File: src/sv/pmq_pkg.sv
// shared constants and codes for the priority message queue
`default_nettype none

package pmq_pkg;

    localparam int DEPTH_DEF   = 16;
    localparam int WIDTH_DEF   = 32;
    localparam int PRIO_W      = 8;
    localparam int CNT_W       = 5;
    localparam int STAT_W      = 2;
    localparam int CAP_RESET   = 16;

    localparam logic CMD_PUT = 1'b0;
    localparam logic CMD_GET = 1'b1;

    localparam logic [STAT_W-1:0] STAT_OK    = 2'd0;
    localparam logic [STAT_W-1:0] STAT_FULL  = 2'd1;
    localparam logic [STAT_W-1:0] STAT_EMPTY = 2'd2;

endpackage

`default_nettype wire

File: src/sv/pmq_ram.sv
// single write, single registered read port memory for queue entries
`default_nettype none

module pmq_ram
    import pmq_pkg::*;
#(
    parameter int DEPTH = DEPTH_DEF,
    parameter int DW    = WIDTH_DEF + PRIO_W,
    localparam int IW   = $clog2(DEPTH)
) (
    input  wire logic          i_clk,
    input  wire logic          i_we,
    input  wire logic [IW-1:0] i_waddr,
    input  wire logic [DW-1:0] i_wdata,
    input  wire logic [IW-1:0] i_raddr,
    output logic      [DW-1:0] o_rdata
);

    logic [DW-1:0] r_mem [DEPTH];
    logic [DW-1:0] r_rdata;

    always_ff @(posedge i_clk) begin
        if (i_we) begin
            r_mem[i_waddr] <= i_wdata;
        end
        r_rdata <= r_mem[i_raddr];
    end

    assign o_rdata = r_rdata;

endmodule

`default_nettype wire

File: src/sv/priority_message_queue_top.sv
// priority ordered ring buffer message queue with an insertion walk sequencer
// a put walks back from the tail: stored entries of lower priority move one slot,
//   one per cycle, then the new entry is written; a put into empty writes at once
// a new word is taken only in idle, once the result is registered in the output;
//   an output stall holds the result and keeps the queue in S_OUT
// sync active-low reset empties the queue, capacity 16, store kept; cfg write empties too
`default_nettype none

module priority_message_queue_top
    import pmq_pkg::*;
#(
    parameter int DEPTH = DEPTH_DEF,
    parameter int WIDTH = WIDTH_DEF,
    localparam int IN_W  = ((WIDTH + PRIO_W + 7) / 8) * 8,
    localparam int OUT_W = ((WIDTH + PRIO_W + 2 * CNT_W + 7) / 8) * 8
) (
    input  wire logic              i_clk,
    input  wire logic              i_rst_n,
    // cfg write: capacity
    input  wire logic              i_cfg_valid,
    output logic                   o_cfg_ready,
    input  wire logic [CNT_W-1:0]  i_cfg_data,
    // slave side
    input  wire logic              i_s_tvalid,
    output logic                   o_s_tready,
    input  wire logic [IN_W-1:0]   i_s_tdata,   // message_in, priority_in
    input  wire logic              i_s_tuser,   // command
    // master side
    output logic                   o_m_tvalid,
    input  wire logic              i_m_tready,
    output logic [OUT_W-1:0]       o_m_tdata,   // message_out, priority_out, fill_count, free_space
    output logic [STAT_W-1:0]      o_m_tuser    // status
);

    localparam int IW = $clog2(DEPTH);
    localparam int XW = ((IW > CNT_W) ? IW : CNT_W) + 1;
    localparam int DW = WIDTH + PRIO_W;

    typedef enum logic [2:0] {
        S_IDLE,
        S_WALK,
        S_PLACE,
        S_GET,
        S_OUT
    } t_state;

    function automatic logic [IW-1:0] step_fwd(input logic [IW-1:0] i,
                                               input logic [CNT_W-1:0] cap);
        logic [XW-1:0] t;
        t = XW'(i) + XW'(1);
        return (t == XW'(cap)) ? '0 : IW'(t);
    endfunction

    function automatic logic [IW-1:0] step_back(input logic [IW-1:0] i,
                                                input logic [CNT_W-1:0] cap);
        logic [XW-1:0] t;
        t = XW'(cap) - XW'(1);
        return (i == '0) ? IW'(t) : i - IW'(1);
    endfunction

    t_state              r_state,     n_state;
    logic [CNT_W-1:0]    r_capacity,  n_capacity;
    logic [IW-1:0]       r_head,      n_head;
    logic [IW-1:0]       r_tail,      n_tail;
    logic [CNT_W-1:0]    r_held,      n_held;
    logic [IW-1:0]       r_pos,       n_pos;
    logic [CNT_W-1:0]    r_left,      n_left;
    logic [WIDTH-1:0]    r_msg,       n_msg;
    logic [PRIO_W-1:0]   r_prio,      n_prio;
    logic [STAT_W-1:0]   r_res_stat,  n_res_stat;
    logic [WIDTH-1:0]    r_res_msg,   n_res_msg;
    logic [PRIO_W-1:0]   r_res_prio,  n_res_prio;
    logic                r_out_valid, n_out_valid;
    logic [STAT_W-1:0]   r_out_stat,  n_out_stat;
    logic [WIDTH-1:0]    r_out_msg,   n_out_msg;
    logic [PRIO_W-1:0]   r_out_prio,  n_out_prio;
    logic [CNT_W-1:0]    r_out_fill,  n_out_fill;
    logic [CNT_W-1:0]    r_out_free,  n_out_free;

    logic [CNT_W-1:0]    w_cap;
    logic                w_we;
    logic [IW-1:0]       w_waddr;
    logic [DW-1:0]       w_wdata;
    logic [IW-1:0]       w_raddr;
    logic [DW-1:0]       w_rdata;
    logic [IW-1:0]       w_prev;
    logic [CNT_W-1:0]    w_left_dec;

    pmq_ram #(
        .DEPTH (DEPTH),
        .DW    (DW)
    ) u_ram (
        .i_clk   (i_clk),
        .i_we    (w_we),
        .i_waddr (w_waddr),
        .i_wdata (w_wdata),
        .i_raddr (w_raddr),
        .o_rdata (w_rdata)
    );

    always_comb begin
        if (r_capacity == '0) begin
            w_cap = CNT_W'(1);
        end else if (int'(r_capacity) > DEPTH) begin
            w_cap = CNT_W'(DEPTH);
        end else begin
            w_cap = r_capacity;
        end
    end

    assign w_prev     = step_back(r_pos, w_cap);
    assign w_left_dec = r_left - CNT_W'(1);

    always_comb begin
        n_state     = r_state;
        n_capacity  = r_capacity;
        n_head      = r_head;
        n_tail      = r_tail;
        n_held      = r_held;
        n_pos       = r_pos;
        n_left      = r_left;
        n_msg       = r_msg;
        n_prio      = r_prio;
        n_res_stat  = r_res_stat;
        n_res_msg   = r_res_msg;
        n_res_prio  = r_res_prio;
        n_out_valid = r_out_valid;
        n_out_stat  = r_out_stat;
        n_out_msg   = r_out_msg;
        n_out_prio  = r_out_prio;
        n_out_fill  = r_out_fill;
        n_out_free  = r_out_free;
        w_we        = 1'b0;
        w_waddr     = r_pos;
        w_wdata     = {r_prio, r_msg};
        w_raddr     = step_back(w_prev, w_cap);

        if (r_out_valid && i_m_tready) begin
            n_out_valid = 1'b0;
        end

        case (r_state)
            S_IDLE: begin
                if (i_s_tvalid) begin
                    n_msg      = i_s_tdata[WIDTH-1:0];
                    n_prio     = i_s_tdata[WIDTH+PRIO_W-1:WIDTH];
                    n_res_stat = STAT_OK;
                    n_res_msg  = '0;
                    n_res_prio = '0;
                    if (i_s_tuser == CMD_PUT) begin
                        if (r_held >= w_cap) begin
                            n_res_stat = STAT_FULL;
                            n_state    = S_OUT;
                        end else if (r_held == '0) begin
                            w_we    = 1'b1;
                            w_waddr = r_tail;
                            w_wdata = i_s_tdata[DW-1:0];
                            n_tail  = step_fwd(r_tail, w_cap);
                            n_held  = r_held + CNT_W'(1);
                            n_state = S_OUT;
                        end else begin
                            n_pos   = r_tail;
                            n_left  = r_held;
                            w_raddr = step_back(r_tail, w_cap);
                            n_state = S_WALK;
                        end
                    end else begin
                        if (r_held == '0) begin
                            n_res_stat = STAT_EMPTY;
                            n_state    = S_OUT;
                        end else begin
                            w_raddr = r_head;
                            n_state = S_GET;
                        end
                    end
                end
            end
            S_WALK: begin
                w_we = 1'b1;
                if (r_prio <= w_rdata[DW-1:WIDTH]) begin
                    n_tail  = step_fwd(r_tail, w_cap);
                    n_held  = r_held + CNT_W'(1);
                    n_state = S_OUT;
                end else begin
                    w_wdata = w_rdata;
                    n_pos   = w_prev;
                    n_left  = w_left_dec;
                    if (w_left_dec == '0) begin
                        n_state = S_PLACE;
                    end
                end
            end
            S_PLACE: begin
                w_we    = 1'b1;
                n_tail  = step_fwd(r_tail, w_cap);
                n_held  = r_held + CNT_W'(1);
                n_state = S_OUT;
            end
            S_GET: begin
                n_res_msg  = w_rdata[WIDTH-1:0];
                n_res_prio = w_rdata[DW-1:WIDTH];
                n_head     = step_fwd(r_head, w_cap);
                n_held     = r_held - CNT_W'(1);
                n_state    = S_OUT;
            end
            S_OUT: begin
                if (!r_out_valid || i_m_tready) begin
                    n_out_valid = 1'b1;
                    n_out_stat  = r_res_stat;
                    n_out_msg   = r_res_msg;
                    n_out_prio  = r_res_prio;
                    n_out_fill  = r_held;
                    n_out_free  = w_cap - r_held;
                    n_state     = S_IDLE;
                end
            end
            default: begin
                n_state = S_IDLE;
            end
        endcase

        if (i_cfg_valid) begin
            n_capacity = i_cfg_data;
            n_head     = '0;
            n_tail     = '0;
            n_held     = '0;
        end
    end

    always_ff @(posedge i_clk) begin
        if (!i_rst_n) begin
            r_state     <= S_IDLE;
            r_capacity  <= CNT_W'(CAP_RESET);
            r_head      <= '0;
            r_tail      <= '0;
            r_held      <= '0;
            r_out_valid <= 1'b0;
        end else begin
            r_state     <= n_state;
            r_capacity  <= n_capacity;
            r_head      <= n_head;
            r_tail      <= n_tail;
            r_held      <= n_held;
            r_out_valid <= n_out_valid;
        end
        r_pos      <= n_pos;
        r_left     <= n_left;
        r_msg      <= n_msg;
        r_prio     <= n_prio;
        r_res_stat <= n_res_stat;
        r_res_msg  <= n_res_msg;
        r_res_prio <= n_res_prio;
        r_out_stat <= n_out_stat;
        r_out_msg  <= n_out_msg;
        r_out_prio <= n_out_prio;
        r_out_fill <= n_out_fill;
        r_out_free <= n_out_free;
    end

    assign o_cfg_ready = 1'b1;
    assign o_s_tready  = (r_state == S_IDLE);
    assign o_m_tvalid  = r_out_valid;
    assign o_m_tuser   = r_out_stat;
    assign o_m_tdata   = OUT_W'({r_out_free, r_out_fill, r_out_prio, r_out_msg});

endmodule

`default_nettype wire

File: config.mk
export PLATFORM = sky130hd
export DESIGN_NAME = priority_message_queue_top
export DESIGN_NICKNAME = d
export VERILOG_FILES = /design/src/sv/pmq_pkg.sv /design/src/sv/pmq_ram.sv /design/src/sv/priority_message_queue_top.sv
export SDC_FILE = /design/constraint.sdc
export NUM_CORES = 1
export LEC_CHECK = 0
export ABC_CLOCK_PERIOD_IN_PS = 10700
export CORE_ASPECT_RATIO = 1.25
export CORE_MARGIN = 1.5
export CORE_UTILIZATION = 68
export CTS_BUF_LIST = sky130_fd_sc_hd__clkbuf_8
export DETAILED_ROUTE_END_ITERATION = 12
export DONT_BUFFER_PORTS = 1
export PLACE_DENSITY = 0.9
export SYNTH_ARGS = -nofsm -noshare
export SYNTH_HDL_FRONTEND = slang
export SYNTH_SLANG_ARGS = --single-unit
File: constraint.sdc
create_clock -name i_clk -period 10.7 [get_ports i_clk]
set_input_delay 2.14 -clock i_clk [delete_from_list [all_inputs] [get_ports i_clk]]
set_output_delay 2.14 -clock i_clk [all_outputs]
set_load 0.01 [all_outputs]
* After elaboration in Yosys (flattened, before gate mapping) *
Memories as Yosys holds them, arrays and structs flattened. A register that Yosys moved wholly into a read port is not among the register bits.
Cells that the tools add are included.

cells by class
  $add $sub $neg = 10
  $mul = 0
  divide/modulo/power cells = 0
  $lt $le $gt $ge = 3
  equality and inequality tests = 15
  shifts and indexed selects = 0
  muxes and demuxes = 74
  bitwise logic cells = 1
  reductions and logical operators = 24

operators by type and width
  kind                                              count
  2-to-1 mux 40 bit                                 5
  2-to-1 mux 4 bit                                  26
  case mux 40 bit (2 select lines)                  1
  case mux 32 bit (2 select lines)                  1
  2-to-1 mux 5 bit                                  12
  2-to-1 mux 32 bit                                 1
  2-to-1 mux 3 bit                                  8
  case mux 5 bit (4 select lines)                   1
  AND reduction 6 bit                               3
  case mux 8 bit (2 select lines)                   1
  subtractor 4 x 1 -> 4 bit, second input constant  4
  logical NOT 5 bit                                 3
  != test 2 bit, second input constant              7
  logical NOT 4 bit                                 3
  case mux 3 bit (4 select lines)                   1
  case mux 4 bit (3 select lines)                   1
  adder 4 x 1 -> 5 bit, second input constant       2
  == test 5 bit                                     2
  2-to-1 mux 1 bit                                  10
  case mux 5 bit (2 select lines)                   1
  subtractor 5 x 1 -> 5 bit, second input constant  2
  <= comparator 8 bit                               1
  2-to-1 mux 8 bit                                  1
  case mux 4 bit (2 select lines)                   1
  22 further kinds                                  29

storage, ports and cells
  register bits = 165
  latch bits = 0
  RAM bits = 640
  ROM bits = 0
  output and inout bits = 61
  logic and storage cells = 146
  memories kept = 1

memories
  memory       depth  width  rd ports  clocked after memory_dff  write ports  RTL line       text
  u_ram.r_mem  16     40     1         1                         1            pmq_ram.sv:19  logic [DW-1:0] r_mem [DEPTH];

* Longest topological paths before layout *
Gate-level depths: netlist (run 1).

  depth after elaboration = 12
  depth in mapped cells = 16
  depth with buffers taken out = 12

* Hierarchy *
From an unflattened synthesis (run 1), not the netlist that was laid out.

unflattened totals
  cell total of the unflattened synthesis = 1702
  area, all modules = 33119.3 um2

by module, submodules not included
  module                      instances  cells an instance  area an instance (um2)
  pmq_ram                     1          1040               25131.6
  priority_message_queue_top  1          662                7987.7

* Least setup slack after synthesis (run 1) *
Ideal clock, no wire load.

  kind = in2reg
  start point = input i_s_tvalid
  end point = memory u_ram.r_mem[7][0] in the netlist's numbering, enable pin
  arrival time = 5.647 ns
  path slack = 4.616 ns
  stages on the path = 6
  path buffers = 0
  path through = nand2_1 inv_1 nand3_1 nor3_1 a31oi_1 nor2_1

between the ends
  longest elaborated chain between the ends = 4
  elaborated cells on any way between the ends = 6
  classes of those cells = mux: 6

ends and longest elaborated chain
  item                                    RTL line                           text
  start: declaration                      priority_message_queue_top.sv:24   input wire logic i_s_tvalid,
  2-to-1 mux 1 bit                        priority_message_queue_top.sv:144  if (i_s_tvalid) begin
  case mux 1 bit (2 select lines)         priority_message_queue_top.sv:142  case (r_state)
  2-to-1 mux 1 bit                        pmq_ram.sv:23                      if (i_we) begin
  2-to-1 mux 1 bit (not written as such)  pmq_ram.sv:24                      r_mem[i_waddr] <= i_wdata;
  end: declaration                        pmq_ram.sv:19

Several ways; a longest one is shown, not always the timed one.

* Final worst setup path (run 1) *
  start point = register r_capacity[4]
  end point = register u_ram.r_rdata[0], in the netlist u_ram.o_rdata[0], read port of u_ram.r_mem

between the ends
  longest elaborated chain between the ends = 12
  elaborated cells on any way between the ends = 17
  classes of those cells = add/sub: 2; order compare: 2; mux: 11; reduce/logical: 2

ends and longest elaborated chain
  item                                                            RTL line                           text
  start: declaration                                              priority_message_queue_top.sv:62   logic [CNT_W-1:0] r_capacity, n_capacity;
  start signal: assignment                                        priority_message_queue_top.sv:233  r_capacity <= CNT_W'(CAP_RESET);
  start signal: assignment                                        priority_message_queue_top.sv:240  r_capacity <= n_capacity;
  greater-than comparator 5 bit                                   priority_message_queue_top.sv:104  end else if (int'(r_capacity) > DEPTH) begin
  2-to-1 mux 5 bit                                                priority_message_queue_top.sv:104
  2-to-1 mux 5 bit (*)                                            priority_message_queue_top.sv:102  if (r_capacity == '0) begin
  subtractor 4 x 1 -> 4 bit                                       priority_message_queue_top.sv:57   t = XW'(cap) - XW'(1);
  2-to-1 mux 4 bit                                                priority_message_queue_top.sv:58   return (i == '0) ? IW'(t) : i - IW'(1);
  subtractor 4 x 1 -> 4 bit or logical NOT 4 bit (tied branches)  priority_message_queue_top.sv:58
  2-to-1 mux 4 bit                                                priority_message_queue_top.sv:58
  2-to-1 mux 4 bit                                                priority_message_queue_top.sv:154  end else if (r_held == '0) begin
  2-to-1 mux 4 bit                                                priority_message_queue_top.sv:151  if (r_held >= w_cap) begin
  2-to-1 mux 4 bit                                                priority_message_queue_top.sv:150  if (i_s_tuser == CMD_PUT) begin
  2-to-1 mux 4 bit                                                priority_message_queue_top.sv:144
  2-to-1 mux 4 bit (*)                                            priority_message_queue_top.sv:142
  end: declaration                                                pmq_ram.sv:20                      logic [DW-1:0] r_rdata;

Every way passes the cells marked *; elsewhere a longest branch is shown, timed or not.
A chain may end at the register's enable or synchronous reset.

==> results of run 1 <==
==> area by class of cell <==
class / instances / area, µm² / area share
diodes: 2 / 5.005 / 0.0001371
clock inverters: 95 / 523.0 / 0.01433
flip-flops and latches: 845 / 24750 / 0.6783
well taps: 651 / 814.5 / 0.02232
repair buffers: 36 / 282.8 / 0.007748
inverters: 29 / 108.9 / 0.002983
multi-input cells: 1315 / 8343 / 0.2286
clock buffers: 121 / 1665 / 0.04563
==> worst paths after layout <==
path	to	slack, ns	depth (start not counted)
max reg2reg	u_ram.o_rdata[0]	4.79	13
max	u_ram.o_rdata[0]	4.79	13
min reg2reg	r_out_msg[1]	0.41	0
min	r_out_msg[1]	0.41	0
==> state kept, by name, summed over array words and instances, names as in the netlist <==
signal and count:
o_m_tuser 2, o_m_tvalid 1, r_capacity 5, r_head 4
r_held 5, r_left 5, r_msg 32, r_out_fill 5
r_out_free 5, r_out_msg 32, r_out_prio 8, r_pos 4
r_prio 8, r_res_msg 32, r_res_prio 8, r_res_stat 2
r_state 3, r_tail 4, u_ram.o_rdata 40, u_ram.r_mem 640
==> cells by family after synthesis <==
logic type / synth area share
buf+inv: 0.02562
flops: 0.7335
other cells: 0.0002225
simple gates: 0.1133
compound gates: 0.04850
xor+xnor: 0.005969
mux: 0.06377
fa+ha+maj: 0.009121
==> layer usage <==
| metal | global-route usage | routed length (µm) | vias up |
|---|---|---|---|
| met1 | 0.3914 | 26850 | 10010 |
| li1 | - | - | 8679 |
| met2 | 0.5231 | 39880 | 1748 |
| met3 | 0.07117 | 10120 | 359 |
| met5 | 0 | 30 | - |
| met4 | 0.1911 | 4368 | 4 |
==> power breakdown <==
group	leakage (nW)	switching, mW	internal (mW)
sequential	7.67	0.0407	3.73
combinational	4.11	0.290	0.102
clock	1.24	1.20	1.15
==> synth_stat cells, drive strengths merged (5+ instances only) <==
master,number
a21oi,65
a22oi,81
a31oi,9
and2,36
and4bb,35
buf,73
clkbuf,61
dfxtp,62
edfxtp,783
ha,23
inv,28
mux2,5
mux2i,209
nand2,425
nand2b,8
nand3,168
nor2,59
nor2b,13
nor3,15
nor4bb,8
o21a,6
o21ai,62
xnor2,16
xor2,7
==> critical path, delay by kind of cell, from the launching register on <==
| family | cells | cell delay, ns |
|---|---|---|
| adders and majority gates | 1 | 0.30 |
| AOI/OAI and AO/OA | 5 | 2.47 |
| DFF | 1 | 0.64 |
| and+or+nand+nor | 4 | 1.05 |
| buffers and inverters | 3 | 1.27 |
==> cell usage in the layout, fill, tap and decap left out, types with 32 or more instances in the layout <==
cell and count:
mux2i_1 209, nand2_1 423, and2_1 36, nor2_1 39
edfxtp_1 783, a21oi_1 65, and4bb_1 33, inv_1 52
nand3_1 168, o21ai_1 42, dfxtp_1 62, clkinv_1 32
a22oi_1 81, clkbuf_8 121, buf_4 35
==> impl_metrics.sql, run 1 <==
INSERT INTO impl_metrics (metric_group, metric, value, unit) VALUES
('timing', 'setup_viol', '0', ''),
('timing', 'post_layout_worst_setup_margin', '4.792', 'ns'),
('cts', 'clkLatencyLatePin', '0.76', 'ns'),
('placement', 'numPlacedInstances', '2876', ''),
('setup_path', 'largest_stage_delay_on_the_critical_path', '1.01', 'ns'),
('placement', 'placedInstanceArea', '34300', 'µm²'),
('pwr', 'leakagePower', '13.02', 'nW'),
('setup_path', 'end_kind', 'flop', ''),
('setup_path', 'worst_path_most_repeated_cell', 'buf_4', ''),
('setup_path', 'critPathRequiredTime', '11.30', 'ns'),
('grt', 'number_of_global_route_vias_before_repair', '21000', ''),
('cts', 'cts.hold.buffers_added', '0', ''),
('timing', 'fin_crit_sh', '0.5521', ''),
('cts', 'h_tree_levels', '3', ''),
('timing', 'finalHoldWorstSlack', '0.4099', 'ns'),
('layout', 'final_net_count', '2416', ''),
('layout', 'layout.cell_area.non_filler', '36500', 'µm²'),
('run_status', 'run_status', 'complete, no violations', ''),
('setup_path', 'crit_path_start', 'r_capacity[4]', ''),
('timing', 'worst_slew_pin_slew', '1.296', 'ns'),
('timing', 'max_slew_margin', '0.1280', ''),
('floorplanning', 'initial_core_util', '0.6861', ''),
('yosys', 'synthesized_flop_and_latch_total', '845', ''),
('routing', 'vias_after_detailed_routing', '20800', ''),
('setup_path', 'crit_type', 'flop to flop', ''),
('setup_path', 'arrival_time_at_the_worst_endpoint', '6.51', 'ns'),
('flow_run', 'max-cap-violations', '0', ''),
('routing', 'drt-total-wl', '81.25', 'mm'),
('routing', 'remaining_drc_errors', '0', ''),
('yosys', 'synth_area_per_cell', '14.56', 'µm²'),
('yosys', 'synth-main-ff-cell', 'edfxtp_1', ''),
('timing', 'setup_tns', '0', 'ns'),
('cts', 'cts-buffers-inserted', '114', ''),
('routing', 'firstDrtPassIters', '6', ''),
('cts', 'path_clk_slew', '0.08', 'ns'),
('yosys', 'yosys-top-cells-area', 'edfxtp_1 70%, mux2i_1 6.2%, nand2_1 4.7%', ''),
('placement', 'gp_routability_congestion', '0.9016', ''),
('setup_path', 'critical_path.startpoint_type', 'flop', ''),
('pwr', 'vdd_ir_drop_max', '0.0001195', 'V'),
('floorplanning', 'design.die.area', '50980', 'µm²'),
('min_path', 'worst_hold_startpoint', 'r_res_msg[1]', ''),
('cts', 'post_cts_repair_setup_buffers', '0', ''),
('timing', 'finalCriticalPeriod', '5.908', 'ns'),
('layout', 'n_fill_cell', '2613', ''),
('setup_path', 'timing.rr.start', 'r_capacity[4]', ''),
('yosys', 'postSynth.asyncResetShare', '0', ''),
('yosys', 'netlist-cell-type-count', '72', ''),
('grt', 'grt_start_max_net_pins', '161', ''),
('floorplanning', 'area_of_the_placeable_core', '49190', 'µm²'),
('placement', 'numPortBuffers', '0', ''),
('setup_path', 'worst-path-max-fanout', '75', ''),
('timing', 'achievable-frequency', '0.1693', 'GHz'),
('yosys', 'netlist.top_cell.by_area', 'edfxtp_1', ''),
('yosys', 'syn_area', '33750', 'µm²'),
('grt', 'grt_antenna_before_repair', '3', ''),
('pwr', 'powerDensity', '178.5', 'nW/µm²'),
('timing', 'drv_slew', '0', ''),
('layout', 'finalNonFillerCells', '3094', ''),
('grt', 'globalRoute.totalOverflow', '0', ''),
('cts', 'cts_sinks', '845', ''),
('layout', 'area_growth_syn_to_layout', '8.150', '%'),
('cts', 'clock_tree_from_tritoncts', 'built', ''),
('yosys', 'syn-instance-count', '2318', ''),
('pwr', 'finalPower', '6.514', 'mW'),
('layout', 'finish.utilization', '0.7420', ''),
('timing', 'finalClockSkew', '0.04814', 'ns'),
('yosys', 'ys_warn_count', '0', ''),
('yosys', 'synth_seq_area_share', '0.7335', ''),
('routing', 'route.detailed.vias_per_inst', '6.724', ''),
('routing', 'detailedRoute.firstIterationViolations', '3203', ''),
('routing', 'avgRoutedWirePerCell', '26.26', 'µm');
Power figures use the tool's default switching activity.
==> run 2, diff against run 1 <==
--- a/config.mk
+++ b/config.mk
@@ -5,14 +5,14 @@
 export SDC_FILE = /design/constraint.sdc
 export NUM_CORES = 1
 export LEC_CHECK = 0
-export ABC_CLOCK_PERIOD_IN_PS = 10700
+export ABC_CLOCK_PERIOD_IN_PS = 5700
 export CORE_ASPECT_RATIO = 1.25
 export CORE_MARGIN = 1.5
-export CORE_UTILIZATION = 68
+export CORE_UTILIZATION = 66
 export CTS_BUF_LIST = sky130_fd_sc_hd__clkbuf_8
 export DETAILED_ROUTE_END_ITERATION = 12
 export DONT_BUFFER_PORTS = 1
-export PLACE_DENSITY = 0.9
+export PLACE_DENSITY = 0.88
 export SYNTH_ARGS = -nofsm -noshare
 export SYNTH_HDL_FRONTEND = slang
 export SYNTH_SLANG_ARGS = --single-unit
==> constraint.sdc (replaced) <==
create_clock -name i_clk -period 5.7 [get_ports i_clk]
set_input_delay 1.14 -clock i_clk [delete_from_list [all_inputs] [get_ports i_clk]]
set_output_delay 1.14 -clock i_clk [all_outputs]
set_load 0.01 [all_outputs]
==> run 2 against run 1 <==
Effect of this change:
- cell area up 1.2%
- critical endpoint is now u_ram.r_mem[15][8]
- largest cell class unchanged
- cell count up 0.55%
- highest routed layer is now met4
- sequential power up 88%
- critical path depth down 2
- maximum frequency up 12%
- register-to-register slack worse by 4.4 ns
- clock skew up 0.0050 ns
- core utilization down 0.95 points
- sequential share of layout area down 0.80 points
- non-clock buffer count up 9
- flip-flop and latch count unchanged
==> impl_metrics.sql, run 2 (synthesis gave the netlist of run 1 again) <==
INSERT INTO impl_metrics (metric_group, metric, value, unit) VALUES
('placement', 'numPortBuffers', '0', ''),
('timing', 'worst_slew_pin_slew', '1.270', 'ns'),
('setup_path', 'critPathRequiredTime', '6.07', 'ns'),
('setup_path', 'arrival_time_at_the_worst_endpoint', '5.67', 'ns'),
('cts', 'clock_path_buffers', '3', ''),
('setup_path', 'worst_path_most_repeated_cell', 'buf_4', ''),
('layout', 'leading_cell_types_in_the_layout_fill_and_taps_excluded', '783 x edfxtp_1, 423 x nand2_1, 209 x mux2i_1', ''),
('timing', 'setup_viol', '0', ''),
('grt', 'globalRoute.totalOverflow', '0', ''),
('layout', 'area_growth_syn_to_layout', '9.443', '%'),
('placement', 'gp_routability_congestion', '0.8935', ''),
('layout', 'final_net_count', '2428', ''),
('cts', 'path_clk_slew', '0.06', 'ns'),
('routing', 'remaining_drc_errors', '0', ''),
('timing', 'setup_tns', '0', 'ns'),
('pwr', 'finalPower', '12.42', 'mW'),
('setup_path', 'largest_stage_delay_on_the_critical_path', '0.69', 'ns'),
('timing', 'finalHoldWorstSlack', '0.4181', 'ns'),
('placement', 'dp_hpwl', '46.91', 'mm'),
('run_status', 'run_status', 'complete, no violations', ''),
('routing', 'antenna_left', '0', ''),
('cts', 'clock_tree_from_tritoncts', 'built', ''),
('floorplanning', 'fp-row-count', '92', ''),
('cts', 'h_tree_levels', '3', ''),
('cts', 'clkLatencyLatePin', '0.75', 'ns'),
('routing', 'vias_after_detailed_routing', '20710', ''),
('grt', 'grt_first_pass_wirelength', '122.8', 'mm'),
('routing', 'route.detailed.vias_per_inst', '6.658', ''),
('layout', 'layout_commonest_cell', 'edfxtp_1', ''),
('setup_path', 'slowest_stage', 'dfxtp_1', ''),
('cts', 'post_cts_resize_count', '0', ''),
('floorplanning', 'die_x', '205.3', 'µm'),
('layout', 'register_with_the_most_flip_flops', 'u_ram.r_mem', ''),
('floorplanning', 'design.die.area', '52510', 'µm²'),
('routing', 'detailedRoute.firstIterationViolations', '2646', ''),
('timing', 'drv_slew', '0', ''),
('cts', 'post_cts_repair_setup_buffers', '0', ''),
('cts', 'cts_sinks', '845', ''),
('floorplanning', 'initial_core_util', '0.6693', ''),
('pwr', 'vdd_ir_drop_max', '0.0003046', 'V'),
('layout', 'largest_register_ff_count', '640', ''),
('floorplanning', 'number_of_top_level_pins', '112', ''),
('setup_path', 'worst-path-max-fanout', '25', ''),
('timing', 'finalClockSkew', '0.05310', 'ns'),
('routing', 'firstDrtPassIters', '8', ''),
('floorplanning', 'die_h', '255.8', 'µm'),
('timing', 'fin_crit_sh', '0.9285', ''),
('min_path', 'timing.hold.worst.class', 'flop to flop', ''),
('layout', 'n_fill_cell', '2749', ''),
('setup_path', 'end_kind', 'flop', ''),
('pwr', 'leakagePower', '13.25', 'nW'),
('grt', 'grt_antenna_before_repair', '1', ''),
('timing', 'timing_hold_violations_final', '0', ''),
('flow_run', 'max-cap-violations', '0', ''),
('routing', 'avgRoutedWirePerCell', '26.74', 'µm'),
('cts', 'clk_root_buffer_cell', 'clkbuf_8', ''),
('grt', 'grt_start_max_net_pins', '87', ''),
('routing', 'drt-total-wl', '83.19', 'mm'),
('setup_path', 'critical_path.startpoint_type', 'flop', ''),
('grt', 'number_of_global_route_vias_before_repair', '21120', ''),
('layout', 'final_layout_size_suffix_gt1_frac', '0.1028', ''),
('setup_path', 'timing.critical_path.cells', 'inv_1 -> o21ai_1 -> ha_1 -> and3_1 -> a22oi_1 -> and2_1 -> and3_2 -> a21boi_0 -> buf_4 -> nor2_4 -> buf_4', ''),
('timing', 'achievable-frequency', '0.1890', 'GHz'),
('pwr', 'powerDensity', '336.2', 'nW/µm²'),
('timing', 'finalCriticalPeriod', '5.292', 'ns'),
('grt', 'groute.usage.overall', '0.3167', ''),
('timing', 'unrepaired_setup_endpoints_after_global_routing', 'no', ''),
('layout', 'finish.utilization', '0.7325', ''),
('setup_path', 'crit_type', 'flop to flop', ''),
('timing', 'max_slew_margin', '0.1497', ''),
('floorplanning', 'area_of_the_placeable_core', '50420', 'µm²'),
('cts', 'cts-buffers-inserted', '117', ''),
('cts', 'cts.hold.buffers_added', '0', '');
## run 2: cell types whose count changed in the layout (fill, tap and decap cells not counted), sizes merged
cell | previous run | this run
clkinv | 62 | 23
buf | 36 | 45
clkinvlp | 1 | 4
bufinv | 4 | 3
diode | 2 | 1
inv | 57 | 78
clkbuf | 121 | 139
## run 2: per-layer routing
metal	global-route usage	part of all wire
met5	0	0
met4	0.1667	0.048
met3	0.07308	0.12
met2	0.5236	0.50
met1	0.3889	0.34
## run 2: final cells by class
cell class	count	area, µm²	area share
sequential	845	24750	0.6702
multi-input combinational	1315	8343	0.2259
clock buffer	139	1913	0.05180
tap	658	823.3	0.02229
timing repair buffer	45	575.6	0.01558
clock inverter	79	412.9	0.01118
inverter	29	108.9	0.002947
antenna	1	2.502	0.00006776
## run 2: final timing paths
path,end,slack (ns),cells past startpoint,from
worst max-delay path,u_ram.r_mem[15][8],0.41,11,r_capacity[4]
worst min-delay path,r_out_msg[28],0.42,0,r_res_msg[28]
worst max register to register,u_ram.r_mem[15][8],0.41,11,r_capacity[4]
worst min register to register,r_out_msg[28],0.42,0,r_res_msg[28]
## run 2: through the flow
step	std cells	setup WS, ns	instance area [µm²]
detailed placement	2892	0.5262	34600
global route	3111	0.1885	36930
global placement	2892	0.6041	34600
CTS	3110	0.4950	36930
floorplan	2323	0.6159	33760
finish	3111	0.4076	36930
## run 2: where the power goes
group,internal (mW),total [mW],switching [mW]
logic,0.199,0.752,0.553
clock network,2.34,4.58,2.24
registers,7.01,7.08,0.0744
total,9.55,12.4,2.87
## run 2: worst max-delay path: cells and delay by family (launching register included)
| kind | cells | cell delay, ns |
|---|---|---|
| DFF | 1 | 0.69 |
| buffers and inverters | 3 | 0.95 |
| and+or+nand+nor | 4 | 1.65 |
| adders and majority gates | 1 | 0.35 |
| AOI/OAI and AO/OA | 3 | 1.28 |
